$ cat src/design/kcl_pkg.sv
// Shared constants and types for the keypad code lock.
// Used by keypad_code_lock; depends on nothing else.
`default_nettype none

package kcl_pkg;

  // Entry geometry
  localparam int CODE_DIGITS = 4;
  localparam int DIGIT_W     = 4;
  localparam int LEN_W       = 3;
  localparam int IDX_W       = (CODE_DIGITS > 1) ? $clog2(CODE_DIGITS) : 1;
  localparam int TICK_W      = 16;
  localparam int CMD_W       = 1;
  localparam int KEY_W       = 4;
  localparam int STATUS_W    = 3;
  localparam int APB_DATA_W  = 32;
  localparam int APB_ADDR_W  = 3;

  typedef logic [DIGIT_W-1:0]  digit_t;
  typedef logic [LEN_W-1:0]    len_t;
  typedef logic [TICK_W-1:0]   ticks_t;
  typedef logic [STATUS_W-1:0] status_t;
  typedef logic [KEY_W-1:0]    key_t;

  // Status codes seen on the result channel
  localparam status_t ST_ENTERING   = 3'd0;
  localparam status_t ST_OPEN       = 3'd1;
  localparam status_t ST_DENIED     = 3'd2;
  localparam status_t ST_PROGNOTICE = 3'd3;
  localparam status_t ST_SAVED      = 3'd4;

  // Command codes
  localparam logic [CMD_W-1:0] CMD_KEY  = 1'b0;
  localparam logic [CMD_W-1:0] CMD_TICK = 1'b1;

  // Key codes
  localparam key_t KEY_ZERO      = 4'd0;
  localparam key_t KEY_DIGIT_LIM = 4'd10;
  localparam key_t KEY_ENTER     = 4'd10;
  localparam key_t KEY_BACK      = 4'd11;

  // Register indexes (selected by paddr[2])
  localparam logic REG_VERDICT = 1'b0;
  localparam logic REG_NOTICE  = 1'b1;

  // Reset values
  localparam ticks_t VERDICT_RESET = 16'd200;
  localparam ticks_t NOTICE_RESET  = 16'd100;
  localparam digit_t CODE_RESET    = 4'd5;

  // A period register of zero still gives one tick
  function automatic ticks_t at_least_one(input ticks_t v);
    at_least_one = (v == '0) ? ticks_t'(1) : v;
  endfunction

endpackage

`default_nettype wire

$ cat src/design/keypad_code_lock.sv
// Keypad code lock: input register, single-pass update logic, result register.
// Depends on kcl_pkg for constants, types and the period helper.
//
// Usage:
//   The input channel (in_valid, in_stall, in_command, in_key) carries one
//   transaction per key press (command 0) or time tick (command 1). Every
//   input transaction yields exactly one result transaction on out_valid,
//   out_stall, out_entered_count, out_status, out_program_mode and
//   out_timer_left, showing the lock state after that transaction.
//   An accepted transaction is held in the input register, and when the update
//   stage fires, the updated state is registered into the result register.
//   Throughput is one transaction per cycle while the receiver does not
//   stall, set by the single update stage, whose state feeds back to
//   itself.
//   When the receiver stalls, the result register holds; a following
//   transaction waits in the input register, and only then is in_stall
//   raised, so the input side stalls one transaction later.
//   The APB port holds verdict_ticks at address 0 and notice_ticks at
//   address 4; write them only while the block is idle.
//   Synchronous reset (rst_n low) empties both registers, clears the entry,
//   sets the stored code to all fives and the period registers to 200/100.
`default_nettype none

module keypad_code_lock (
  input  wire                               clk,
  input  wire                               rst_n,
  // input channel
  input  wire                               in_valid,
  output logic                              in_stall,
  input  wire  [kcl_pkg::CMD_W-1:0]         in_command,
  input  wire  [kcl_pkg::KEY_W-1:0]         in_key,
  // result channel
  output logic                              out_valid,
  input  wire                               out_stall,
  output logic [kcl_pkg::LEN_W-1:0]         out_entered_count,
  output logic [kcl_pkg::STATUS_W-1:0]      out_status,
  output logic                              out_program_mode,
  output logic [kcl_pkg::TICK_W-1:0]        out_timer_left,
  // configuration port
  input  wire                               psel,
  input  wire                               penable,
  input  wire                               pwrite,
  input  wire  [kcl_pkg::APB_ADDR_W-1:0]    paddr,
  input  wire  [kcl_pkg::APB_DATA_W-1:0]    pwdata,
  output logic [kcl_pkg::APB_DATA_W-1:0]    prdata,
  output logic                              pready
);

  // Configuration registers
  kcl_pkg::ticks_t verdict_ticks_r;
  kcl_pkg::ticks_t notice_ticks_r;
  logic            cfg_wr;

  // Input register
  logic                      item_vld_r;
  logic [kcl_pkg::CMD_W-1:0] cmd_r;
  kcl_pkg::key_t             key_r;

  // Lock state
  kcl_pkg::digit_t  entry_r  [kcl_pkg::CODE_DIGITS];
  kcl_pkg::digit_t  entry_nxt[kcl_pkg::CODE_DIGITS];
  kcl_pkg::digit_t  stored_r  [kcl_pkg::CODE_DIGITS];
  kcl_pkg::digit_t  stored_nxt[kcl_pkg::CODE_DIGITS];
  kcl_pkg::digit_t  filled   [kcl_pkg::CODE_DIGITS];
  kcl_pkg::len_t    len_r, len_nxt;
  kcl_pkg::status_t status_r, status_nxt;
  logic             prog_r, prog_nxt;
  kcl_pkg::ticks_t  period_r, period_nxt;

  // Result register
  logic             out_valid_r, out_valid_nxt;
  kcl_pkg::len_t    out_len_r;
  kcl_pkg::status_t out_status_r;
  logic             out_prog_r;
  kcl_pkg::ticks_t  out_period_r;

  logic                   proc_fire;
  logic                   in_take;
  logic                   same;
  logic                   bottom_row;
  logic [kcl_pkg::IDX_W-1:0] wr_idx;
  logic [kcl_pkg::IDX_W-1:0] del_idx;
  kcl_pkg::len_t          len_inc;
  kcl_pkg::len_t          len_dec;

  // APB access: always ready, register chosen by address bit 2
  assign pready = 1'b1;
  assign cfg_wr = psel & penable & pwrite;

  always_comb begin
    prdata = '0;
    case (paddr[2])
      kcl_pkg::REG_VERDICT: prdata[kcl_pkg::TICK_W-1:0] = verdict_ticks_r;
      kcl_pkg::REG_NOTICE:  prdata[kcl_pkg::TICK_W-1:0] = notice_ticks_r;
      default:              prdata = '0;
    endcase
  end

  always_ff @(posedge clk) begin
    if (!rst_n) begin
      verdict_ticks_r <= kcl_pkg::VERDICT_RESET;
      notice_ticks_r  <= kcl_pkg::NOTICE_RESET;
    end else if (cfg_wr) begin
      if (paddr[2] == kcl_pkg::REG_VERDICT) begin
        verdict_ticks_r <= pwdata[kcl_pkg::TICK_W-1:0];
      end else begin
        notice_ticks_r <= pwdata[kcl_pkg::TICK_W-1:0];
      end
    end
  end

  // Handshake: the update stage advances unless the result register is stuck
  assign proc_fire = item_vld_r & ~(out_valid_r & out_stall);
  assign in_stall  = item_vld_r & out_valid_r & out_stall;
  assign in_take   = in_valid & ~in_stall;

  always_ff @(posedge clk) begin
    if (!rst_n) begin
      item_vld_r <= 1'b0;
    end else if (in_take) begin
      item_vld_r <= 1'b1;
    end else if (proc_fire) begin
      item_vld_r <= 1'b0;
    end
  end

  always_ff @(posedge clk) begin
    if (in_take) begin
      cmd_r <= in_command;
      key_r <= in_key;
    end
  end

  // Entry buffer with the pressed digit placed at the current length
  assign wr_idx     = len_r[kcl_pkg::IDX_W-1:0];
  assign len_inc    = len_r + kcl_pkg::len_t'(1);
  assign len_dec    = len_r - kcl_pkg::len_t'(1);
  assign del_idx    = len_dec[kcl_pkg::IDX_W-1:0];
  assign bottom_row = (key_r == kcl_pkg::KEY_ZERO) || (key_r == kcl_pkg::KEY_ENTER) ||
                      (key_r == kcl_pkg::KEY_BACK);

  always_comb begin
    for (int i = 0; i < kcl_pkg::CODE_DIGITS; i++) begin
      filled[i] = (wr_idx == kcl_pkg::IDX_W'(i)) ? key_r : entry_r[i];
    end
  end

  // Parallel digit compare against the stored code
  always_comb begin
    same = 1'b1;
    for (int i = 0; i < kcl_pkg::CODE_DIGITS; i++) begin
      if (filled[i] != stored_r[i]) same = 1'b0;
    end
  end

  // Next state for one transaction
  always_comb begin
    entry_nxt  = entry_r;
    stored_nxt = stored_r;
    len_nxt    = len_r;
    status_nxt = status_r;
    prog_nxt   = prog_r;
    period_nxt = period_r;
    if (cmd_r == kcl_pkg::CMD_TICK) begin
      // Time tick: count the running period down
      if (period_r != '0) begin
        period_nxt = period_r - kcl_pkg::ticks_t'(1);
        if (period_r == kcl_pkg::ticks_t'(1)) status_nxt = kcl_pkg::ST_ENTERING;
      end
    end else if (period_r != '0) begin
      // Keys are ignored while a period runs, bar the bottom row when open
      if (status_r == kcl_pkg::ST_OPEN && bottom_row) begin
        prog_nxt   = 1'b1;
        status_nxt = kcl_pkg::ST_PROGNOTICE;
        period_nxt = kcl_pkg::at_least_one(notice_ticks_r);
      end
    end else if (key_r < kcl_pkg::KEY_DIGIT_LIM) begin
      if (len_inc == kcl_pkg::len_t'(kcl_pkg::CODE_DIGITS)) begin
        // Full entry: save it as the new code or check it
        if (prog_r) begin
          stored_nxt = filled;
          prog_nxt   = 1'b0;
          status_nxt = kcl_pkg::ST_SAVED;
          period_nxt = kcl_pkg::at_least_one(notice_ticks_r);
        end else begin
          status_nxt = same ? kcl_pkg::ST_OPEN : kcl_pkg::ST_DENIED;
          period_nxt = kcl_pkg::at_least_one(verdict_ticks_r);
        end
        for (int i = 0; i < kcl_pkg::CODE_DIGITS; i++) begin
          entry_nxt[i] = '0;
        end
        len_nxt = '0;
      end else begin
        entry_nxt = filled;
        len_nxt   = len_inc;
      end
    end else if (key_r == kcl_pkg::KEY_BACK) begin
      // Backspace drops the last digit, if any
      if (len_r != '0) begin
        len_nxt          = len_dec;
        entry_nxt[del_idx] = '0;
      end
    end
  end

  // State registers
  always_ff @(posedge clk) begin
    if (!rst_n) begin
      for (int i = 0; i < kcl_pkg::CODE_DIGITS; i++) begin
        entry_r[i]  <= '0;
        stored_r[i] <= kcl_pkg::CODE_RESET;
      end
      len_r    <= '0;
      status_r <= kcl_pkg::ST_ENTERING;
      prog_r   <= 1'b0;
      period_r <= '0;
    end else if (proc_fire) begin
      entry_r  <= entry_nxt;
      stored_r <= stored_nxt;
      len_r    <= len_nxt;
      status_r <= status_nxt;
      prog_r   <= prog_nxt;
      period_r <= period_nxt;
    end
  end

  // Result register
  always_comb begin
    if (proc_fire) begin
      out_valid_nxt = 1'b1;
    end else if (!out_stall) begin
      out_valid_nxt = 1'b0;
    end else begin
      out_valid_nxt = out_valid_r;
    end
  end

  always_ff @(posedge clk) begin
    if (!rst_n) begin
      out_valid_r <= 1'b0;
    end else begin
      out_valid_r <= out_valid_nxt;
    end
  end

  always_ff @(posedge clk) begin
    if (proc_fire) begin
      out_len_r    <= len_nxt;
      out_status_r <= status_nxt;
      out_prog_r   <= prog_nxt;
      out_period_r <= period_nxt;
    end
  end

  assign out_valid         = out_valid_r;
  assign out_entered_count = out_len_r;
  assign out_status        = out_status_r;
  assign out_program_mode  = out_prog_r;
  assign out_timer_left    = out_period_r;

  // Checks on the lock state and the update stage
  a_len_below_full: assert property (@(posedge clk) disable iff (!rst_n)
    len_r < kcl_pkg::len_t'(kcl_pkg::CODE_DIGITS))
    else $error("entry length reached a full code without being cleared");

  a_status_follows_period: assert property (@(posedge clk) disable iff (!rst_n)
    (period_r != '0) == (status_r != kcl_pkg::ST_ENTERING))
    else $error("status and running period disagree");

  a_result_follows_update: assert property (@(posedge clk) disable iff (!rst_n)
    proc_fire |=> out_valid && out_timer_left == $past(period_nxt) &&
                  out_status == $past(status_nxt))
    else $error("result register did not take the updated state");

endmodule

`default_nettype wire
$ cat config.mk
export PLATFORM = sky130hd
export DESIGN_NAME = keypad_code_lock
export DESIGN_NICKNAME = d
export VERILOG_FILES = /design/src/design/kcl_pkg.sv /design/src/design/keypad_code_lock.sv
export SDC_FILE = /design/constraint.sdc
export NUM_CORES = 1
export LEC_CHECK = 0
export BUFFER_PORTS_ARGS = -buffer_cell sky130_fd_sc_hd__buf_4
export CAP_MARGIN = 5
export CELL_PAD_IN_SITES_DETAIL_PLACEMENT = 2
export CELL_PAD_IN_SITES_GLOBAL_PLACEMENT = 2
export CORE_MARGIN = 2
export CORE_UTILIZATION = 38
export CTS_BUF_LIST = sky130_fd_sc_hd__clkbuf_4 sky130_fd_sc_hd__clkbuf_8
export CTS_CLUSTER_DIAMETER = 150
export CTS_CLUSTER_SIZE = 20
export DETAILED_ROUTE_END_ITERATION = 6
export PLACE_DENSITY = 0.95
export SYNTH_ARGS = -nofsm -noshare
export SYNTH_HDL_FRONTEND = slang
export SYNTH_SLANG_ARGS = --single-unit
$ cat constraint.sdc
create_clock -name clk -period 4.48 [get_ports clk]
set_input_delay 0.896 -clock clk [delete_from_list [all_inputs] [get_ports clk]]
set_output_delay 0.896 -clock clk [all_outputs]
set_load 0.005 [all_outputs]
==> After elaboration in Yosys (flattened, before gate mapping) <==
Cells that the tools add are included.
{ "word_totals": {"ff_bits": 117, "output_inout_bits": 58, "inputBits": 47, "wordCells": 121} }
{ "classes": {"n_lt_le_gt_ge": 3, "add_sub_neg": 3, "mux": 48, "n_reduce_logical": 17, "bitwise_logic": 15, "eq_ne": 13} }
{ "op_table": {"columns": ["operator", "n"], "rows": [
  ["$mux W16", 13],
  ["$mux W3", 14],
  ["$logic_not A16 Y1", 2],
  ["$pmux W16 S2", 1],
  ["$mux W4", 5],
  ["$and A16 B16 Y16", 1],
  ["$eq A16 B1 Y1 const B", 1],
  ["$ne A4 B4 Y1", 4],
  ["$not A16 Y16", 1],
  ["$reduce_bool A16 Y1", 1],
  ["$sub A16 B1 Y16 const B", 1],
  ["$mux W1", 13],
  ["$demux W4 S2", 1],
  ["$eq A4 B4 Y1 const B", 2],
  ["$and A1 B1 Y1", 7],
  ["$reduce_and A6 Y1", 1],
  ["$reduce_bool A2 Y1", 3],
  ["$not A1 Y1", 5],
  ["$reduce_and A5 Y1", 1],
  ["$eq A2 B2 Y1 const B", 2],
  ["$logic_not A4 Y1", 1],
  ["$lt A4 B4 Y1 const B", 1],
  ["$reduce_and A2 Y1", 2],
  ["$add A3 B1 Y3 const B", 1],
  ["other kinds (13)", 15]
]} }

==> Depth between registers and ports, before layout <==
Gate-level depths: netlist (run 1).
{ "depth": {"word_depth": 13, "ltp_mapped": 12, "depth_no_buf": 9} }

==> Worst setup path before layout (run 1) <==
Ideal clock, no wire load.
{ "synth_path": {"kind": "input to output", "start": "input paddr[2] in the netlist's numbering", "end": "output prdata[11] in the netlist's numbering", "required_time_ns": 3.584, "slack_ns": 1.661, "path_buffers": 2, "arrival_time_ns": 1.923, "path_stages": 3, "cell_sequence": "clkbuf_1 clkbuf_1 mux2_2"} }
{ "synth_between": {"elab_chain_cells": 2} }
{ "synth_rtl": {"columns": ["item", "line", "text"], "rows": [
  ["from (decl)", "keypad_code_lock.sv:43", "input wire [kcl_pkg::APB_ADDR_W-1:0] paddr,"],
  ["$not A1 Y1 (no line)", null, null],
  ["$pmux W16 S2 *", "keypad_code_lock.sv:92", "case (paddr[2])"],
  ["to (decl)", "keypad_code_lock.sv:45", "output logic [kcl_pkg::APB_DATA_W-1:0] prdata,"]
]} }
Every way passes the cells marked *; elsewhere a longest branch is shown, timed or not.

==> Worst setup path in the final report (run 1) <==
{ "layout_path": {"start": "register len_r[0]", "end": "register out_status_r[1] (netlist: out_status[1]) (data pin)"} }
{ "layout_between": {"elab_chain_cells": 13, "word_cells_on_any_way": 24, "classes_between": "add/sub: 1; eq/ne: 8; mux: 14; reduce/logical: 1"} }
{ "layout_rtl": {"columns": ["item", "line", "text"], "rows": [
  ["from (decl)", "keypad_code_lock.sv:65", "kcl_pkg::len_t len_r, len_nxt;"],
  ["from (signal assigned)", "keypad_code_lock.sv:220", "len_r <= len_nxt;"],
  ["$logic_not A2 Y1", "keypad_code_lock.sv:144", "filled[i] = (wr_idx == kcl_pkg::IDX_W'(i)) ? key_r : entry_r[i];"],
  ["$mux W4", "keypad_code_lock.sv:144", null],
  ["$ne A4 B4 Y1", "keypad_code_lock.sv:152", "if (filled[i] != stored_r[i]) same = 1'b0;"],
  ["$mux W1 (4 in series)", "keypad_code_lock.sv:152", null],
  ["$mux W2", "keypad_code_lock.sv:186", "status_nxt = same ? kcl_pkg::ST_OPEN : kcl_pkg::ST_DENIED;"],
  ["$mux W3", "keypad_code_lock.sv:180", "if (prog_r) begin"],
  ["$mux W3 *", "keypad_code_lock.sv:178", "if (len_inc == kcl_pkg::len_t'(kcl_pkg::CODE_DIGITS)) begin"],
  ["$mux W3 *", "keypad_code_lock.sv:177", "end else if (key_r < kcl_pkg::KEY_DIGIT_LIM) begin"],
  ["$mux W3 *", "keypad_code_lock.sv:170", "end else if (period_r != '0) begin"],
  ["$mux W3 *", "keypad_code_lock.sv:164", "if (cmd_r == kcl_pkg::CMD_TICK) begin"],
  ["net status_nxt[1]", "keypad_code_lock.sv:66", "kcl_pkg::status_t status_r, status_nxt;"],
  ["to (signal assigned)", "keypad_code_lock.sv:249", "out_status_r <= status_nxt;"],
  ["to (decl)", "keypad_code_lock.sv:73", "kcl_pkg::status_t out_status_r;"]
]} }
The timed path passes the listed nets; every way through them passes the cells marked *.
A chain may end at the register's enable or synchronous reset.

==> results of run 1 <==
## worst reg2reg max path, stage by stage (launching register included)
cell	delay [ns]
dfxtp_1	0.51
ha_1	0.58
mux2i_1	0.39
xnor2_1	0.14
nor4_1	0.57
nand4_1	0.39
o311ai_0	0.65
nand2_1	0.14
## routing by layer
metal / wire length, um / vias up / GRT usage, %
met5: 0 / - / 0
met4: 741 / 0 / 12.3
met3: 1070 / 54 / 4.50
met2: 12000 / 213 / 47.5
met1: 10400 / 2927 / 35.3
li1: - / 2572 / -
## worst max path at each step
stage                    end        start  slack [ns]
3_3_place_gp      entry_r[7]  period_r[1]        1.28
3_5_place_dp   out_status[1]     len_r[0]        0.93
5_1_grt        out_status[1]     len_r[0]        0.70
2_1_floorplan     prdata[11]     paddr[2]        1.66
4_1_cts        out_status[1]     len_r[0]        0.91
6_report       out_status[1]     len_r[0]        0.85
## registers in the layout (all words and copies together), names as in the netlist
signal             cells
len_r                  3
out_status             3
period_r              16
status_r               3
prog_r                 1
stored_r              16
key_r                  4
item_vld_r             1
notice_ticks_r        16
out_program_mode       1
entry_r               16
out_valid              1
out_timer_left        16
cmd_r                  1
verdict_ticks_r       16
out_entered_count      3
## stage by stage
step / setup WS (ns) / instance area [sq um] / std cells / total power, uW / util, %
2_1_floorplan: 1.66 / 6320 / 717 / 1420 / -
3_3_place_gp: 1.28 / 6750 / 945 / 1500 / 42.2
3_5_place_dp: 0.926 / 6750 / 945 / 1530 / 42.2
4_1_cts: 0.911 / 7170 / 977 / 2590 / 44.8
5_1_grt: 0.702 / 7170 / 977 / 2670 / 44.8
6_report: 0.851 / 7170 / 977 / 2590 / 44.8
## power by group
group	total, uW	internal (uW)	switching (uW)	leakage, uW
clock network	1070	600	473	0.000211
logic	356	139	217	0.00148
registers	1170	1120	44.6	0.000991
## layout make-up
type / count / area [sq um]
Inverter: 20 / 75.1
Sequential cell: 117 / 2620
Clock inverter: 10 / 128
Clock buffer: 22 / 290
Fill cell: 1798 / 8830
Tap cell: 216 / 270
Timing Repair Buffer: 77 / 578
Multi-Input combinational cell: 515 / 3200
## layout by cell type, fill, tap and decap left out, types with 4 or more instances in the layout
cell type  synthesis  routed
ha_1              10      10
mux2i_1           21      21
and3_1             4       4
nor4_1            18      18
conb_1             2      17
a22o_1             7       7
buf_4             21      77
a31oi_1            8       8
mux2_2            18      18
dfxtp_1           89      89
nor2_1            49      49
edfxtp_1          28      28
a211oi_1           9       9
nand2_1          111     111
nand4_1            9       9
or4_1              5       5
o21a_1             4       4
nor3_1             7       7
o211ai_1           7       7
a21oi_1           49      49
o21ai_0           38      38
xnor2_1           20      20
and2_1             5       5
a22oi_1            6       6
nand3_1           23      23
inv_1             20      20
clkbuf_8           5      20
## logic make-up after synthesis
family / Yosys count / synth area share [%]
and+or+nand+nor: 255 / 20.0
buffers and inverters: 85 / 7.89
AOI/OAI and AO/OA: 169 / 17.8
xor gates and xnor gates: 24 / 3.48
other: 2 / 0.120
adders and majority gates: 10 / 2.00
DFF: 117 / 41.9
muxes: 40 / 6.81
==> metrics.md, run 1 <==
| Metric | Value |
|---|---|
| Leakage | `roughly 0.0027 uW` |
| Crit Path Category | `flip-flop to flip-flop` |
| Cell taking the most area after synthesis | `dfxtp_1` |
| Cells after Synth | `about 700` |
| Layout cell share with drive strength beyond 1 | `about a fifth` |
| Peak VDD IR | `between 0.2 and 0.25 mV` |
| Post-CTS Setup Bufs | `0` |
| Sinks on Clock Net | `between 100 and 150` |
| Top cells by count, synth | `nand2_1 (111), dfxtp_1 (89), a21oi_1 (49), nor2_1 (49), o21ai_0 (38)` |
| Die X-Extent | `around 130 um` |
| Post-synth EDFFs | `28` |
| Hold Path Cell Cnt | `1` |
| Unrepaired setup endpoints after global routing | `false` |
| Min-Delay Endpoint | `entry_r[6]` |
| Reg clk slew, reported paths | `~0.070 ns` |
| Avg Cell Area, Syn | `about 8.9 sq um` |
| Post-Synthesis Cell Area | `between 6000 and 7000 sq um` |
| Max transition margin | `around 16%` |
| Hold-fix buffers, CTS | `0` |
| Clk Latency, worst-skew pair | `~0.47 ns` |
| Layout Skew | `0.0130 ns` |
| H-tree depth | `4` |
| Yosys Warn Count | `0` |
| GR Util All Layers | `around 28%` |
| CP top delay family | `simple AND/OR/NAND/NOR gates` |
| DP HPWL | `16.5 mm` |
| Vias per std cell | `between 5 and 6` |
| Die Y | `132 um` |
| Final setup viols | `0` |
| Critical Path AT | `~3.8 ns` |
| Stages on worst setup path | `7` |
| R2R Path Start | `len_r[0]` |
| Final hold violation count | `0` |
| HP Class | `flip-flop to flip-flop` |
| Count of pins over their slew limit | `0` |
| Vias in the first global route | `6313` |
| Synth async-reset ratio | `0%` |
| Sequential-to-total area share from yosys stat | `41.9%` |
| First-pass GRT wire length | `between 30 and 40 mm` |
| Hold Crit Start | `entry_r[6]` |
| DRT antenna net count | `0` |
| Worst setup SP type | `flip-flop` |
| Setup TNS | `0 ns` |
| Worst setup EP type | `flip-flop` |
| GRT Residual Overflow | `0` |
| CP Max Fanout | `12` |
| Layout Nets | `just over 800` |
| Synthesized flop and latch total | `between 100 and 150` |
| Required @ worst endpoint | `about 4.7 ns` |
| Run status | `completed` |
| Actual slew at the worst max-slew pin | `between 1 and 1.5 ns` |
| Share of the synthesized area in the top cell type | `28.4%` |
| Post_cts resized | `0` |
| Yosys cell types | `77` |
| Area Growth Syn to Fin | `14.4%` |
| Num CTS Buffers | `17` |
| Core Area | `between 15000 and 20000 sq um` |
| Largest stage delay, worst path | `0.65 ns` |
| Initial antenna violation count | `0` |
| Most common cell in the netlist | `nand2_1` |
| RePlAce Congestion | `just under 0.9` |
| Critical-path cell list | `ha_1, mux2i_1, xnor2_1, nor4_1, nand4_1, o311ai_0, nand2_1` |
| Fin crit share | `roughly four fifths` |
| Initial DRC count | `624` |
| DR DRC count | `0` |
| Routed Wire Length | `~24 mm` |
| # rows | `46` |
| Diode count | `0` |
| CTS tree | `built` |
| IO Port Bufs | `69` |
| Critical path buffers and inverters | `0` |
| Top_reg_cell synth | `dfxtp_1` |
| Worst reg-to-reg setup slack | `between 0.8 and 0.9 ns` |
| CTS max path bufs | `2` |
| Max cap viols | `0` |
| Highest clock rate | `roughly 280 MHz` |
| Vias | `between 5000 and 6000` |
| Die Area | `17500 sq um` |
| FF-to-FF End | `out_status[1]` |
| Minimum clock period | `approximately 3.6 ns` |
| Initial core utilization | `approximately 40%` |
| IO Pins | `about 110` |
| Wire per inst | `between 20 and 25 um` |
| CP max-delay cell | `o311ai_0` |
| Largest net degree at the start of global routing | `40` |
| CTS root buf | `clkbuf_8` |
| R2R depth | `7` |
| WHS | `between 0.4 and 0.5 ns` |
| Synth top area cells | `dfxtp_1 (28%), edfxtp_1 (13%), nand2_1 (6.7%)` |
| Drt pass-1 iters | `5` |
| Power density cells | `362 nW/um^2` |
(Power assumes the default switching activity.)
==> run 2: changes to the inputs <==
--- a/config.mk
+++ b/config.mk
@@ -10,12 +10,12 @@
 export CELL_PAD_IN_SITES_DETAIL_PLACEMENT = 2
 export CELL_PAD_IN_SITES_GLOBAL_PLACEMENT = 2
 export CORE_MARGIN = 2
-export CORE_UTILIZATION = 38
+export CORE_UTILIZATION = 35
 export CTS_BUF_LIST = sky130_fd_sc_hd__clkbuf_4 sky130_fd_sc_hd__clkbuf_8
 export CTS_CLUSTER_DIAMETER = 150
 export CTS_CLUSTER_SIZE = 20
 export DETAILED_ROUTE_END_ITERATION = 6
-export PLACE_DENSITY = 0.95
+export PLACE_DENSITY = 0.89
 export SYNTH_ARGS = -nofsm -noshare
 export SYNTH_HDL_FRONTEND = slang
 export SYNTH_SLANG_ARGS = --single-unit
==> constraint.sdc (replaced) <==
create_clock -name clk -period 3.4 [get_ports clk]
set_input_delay 0.68 -clock clk [delete_from_list [all_inputs] [get_ports clk]]
set_output_delay 0.68 -clock clk [all_outputs]
set_load 0.005 [all_outputs]
==> run 2 against run 1 <==
  * Via count up 0.85%
  * First-iteration DRC count down 26%
  * Cell area up 2.5%
  * Clock power up 44%
  * Register-to-register slack worse by 0.75 ns
  * Non-clock buffer count up 12
  * Final cell count up 2.1%
  * Clock-buffer cell count up 3
  * Utilization down 2.6 points
  * Largest cell class unchanged
  * Highest routed layer unchanged
==> metrics.md, run 2 (same netlist as run 1, synthesis figures left out) <==
| Metric | Value |
|---|---|
| Required @ worst endpoint | `approximately 3.6 ns` |
| Drt pass-1 iters | `5` |
| H-tree depth | `4` |
| Peak VDD IR | `around 0.24 mV` |
| Wire per inst | `~24 um` |
| # placed instances | `about 970` |
| GR Util All Layers | `between 20% and 30%` |
| Vias in the first global route | `6247` |
| Post-CTS Setup Bufs | `0` |
| Layout cell share with drive strength beyond 1 | `roughly 22%` |
| Largest net degree at the start of global routing | `40` |
| Routed Wire Length | `23.9 mm` |
| CP Max Fanout | `14` |
| CTS tree | `built` |
| Multi-input gate area | `roughly 3200 sq um` |
| DR DRC count | `0` |
| Layout Skew | `roughly 0.017 ns` |
| Fin crit share | `a little over nine tenths` |
| Core Area | `17400 sq um` |
| Max cap viols | `0` |
| Crit Path Category | `flip-flop to flip-flop` |
| Setup TNS | `0 ns` |
| Finished Layout Cells | `998` |
| Clk Latency, worst-skew pair | `0.48 ns` |
| Layout Nets | `between 800 and 900` |
| Run status | `completed` |
| Num CTS Buffers | `17` |
| Sinks on Clock Net | `around 120` |
| HP Class | `primary input to flip-flop` |
| Worst setup SP type | `flip-flop` |
| CTS max path bufs | `2` |
| Storage cell area | `approximately 2600 sq um` |
| Critical Path AT | `between 3 and 4 ns` |
| Initial DRC count | `approximately 460` |
| Final hold violation count | `0` |
| Reg clk slew, reported paths | `roughly 0.070 ns` |
| Final Util | `42.2%` |
| Worst setup EP type | `flip-flop` |
| First-pass GRT wire length | `~37 mm` |
| Initial core utilization | `between 30 and 40%` |
| Die Area | `~19000 sq um` |
| CTS root buf | `clkbuf_8` |
| Leakage | `roughly 0.0028 uW` |
| # rows | `48` |
| Commonest non-fill, non-tap cells in the layout | `nand2_1 (111), dfxtp_1 (89), buf_4 (88)` |
| RePlAce Congestion | `between 0.8 and 0.9` |
| Most common cell after layout, fill and taps aside | `nand2_1` |
| DRT antenna net count | `0` |
| Die X-Extent | `between 100 and 150 um` |
| Initial antenna violation count | `0` |
| DP HPWL | `15.7 mm` |
| Minimum clock period | `roughly 3.3 ns` |
| Actual slew at the worst max-slew pin | `between 0.8 and 0.9 ns` |
| IO Port Bufs | `69` |
| Unrepaired setup endpoints after global routing | `false` |
| GRT Residual Overflow | `0` |
| Diode count | `0` |
| Max transition margin | `a little under half` |
| IO Pins | `approximately 110` |
| Power density cells | `486 nW/um^2` |
| Hold Path Cell Cnt | `1` |
| Final setup viols | `0` |
| Area Growth Syn to Fin | `17.3%` |
| Fill count | `roughly 1900` |
| Vias | `5815` |
| Highest clock rate | `approximately 300 MHz` |
| Count of pins over their slew limit | `0` |
| R2R depth | `8` |
| Die Y | `between 100 and 150 um` |
| Vias per std cell | `5.83` |
## run 2: cell count changes in the layout (fill, tap and decap cells not counted), sizes merged
| cell | before | now |
|---|---|---|
| bufinv | 3 | 4 |
| clkinv | 5 | 2 |
| inv | 20 | 21 |
| clkbuf | 22 | 25 |
| buf | 77 | 89 |
| clkinvlp | 2 | 0 |
## run 2: power by group
part / internal, uW / switching [uW]
logic: 196 / 299
clock network: 923 / 622
registers: 1480 / 57.3
total: 2600 / 978
## run 2: worst max-delay path: stages (launching register included)
cell and delay (ns):
dfxtp_1 0.38, inv_1 0.14, ha_2 0.29, or3b_2 0.55, or4_4 0.67, mux2i_2 0.27, a22oi_1 0.26, a21oi_2 0.11
or2_2 0.35
## run 2: area by class of cell
cell class | count | area share, %
clock buffer | 25 | 4.43
clock inverter | 7 | 1.91
inverter | 20 | 1.02
multi-input combinational | 515 | 43.9
sequential | 117 | 35.7
tap | 225 | 3.83
timing repair buffer | 89 | 9.26
## run 2: timing repair
item / CTS / global route
hold buffers: 0 / 0
resized for setup: 0 / 4
endpoints found under the setup margin: 0 / 3
## run 2: metal layers
| layer | share of wire, % | GRT usage, % | vias to the layer above |
|---|---|---|---|
| met4 | 2.7 | 10.0 | 0 |
| met3 | 5.9 | 5.78 | 54 |
| met2 | 49 | 44.4 | 233 |
| met1 | 42 | 31.5 | 2924 |
| met5 | 0 | 0 | - |
| li1 | - | - | 2604 |
## run 2: path summary, 6_finish.rpt
| check | start | end | slack (ns) |
|---|---|---|---|
| setup / recovery | period_r[1] | out_timer_left[1] | 0.10 |
| hold / removal | in_key[0] | key_r[0] | 0.38 |
| setup reg to reg | period_r[1] | out_timer_left[1] | 0.10 |
| hold reg to reg | entry_r[2] | entry_r[2] | 0.47 |
## run 2: per-stage QoR
| stage | power [uW] | cell area (sq um) | setup slack, ns | hold slack (ns) |
|---|---|---|---|---|
| floorplan | 1880 | 6320 | 0.593 | 0.429 |
| global placement | 1990 | 6860 | 0.345 | 0.440 |
| detailed placement | 2030 | 6860 | 0.198 | 0.458 |
| CTS | 3580 | 7330 | 0.0696 | 0.358 |
| global route | 3670 | 7350 | 0.0279 | 0.366 |
| finish | 3570 | 7350 | 0.103 | 0.382 |
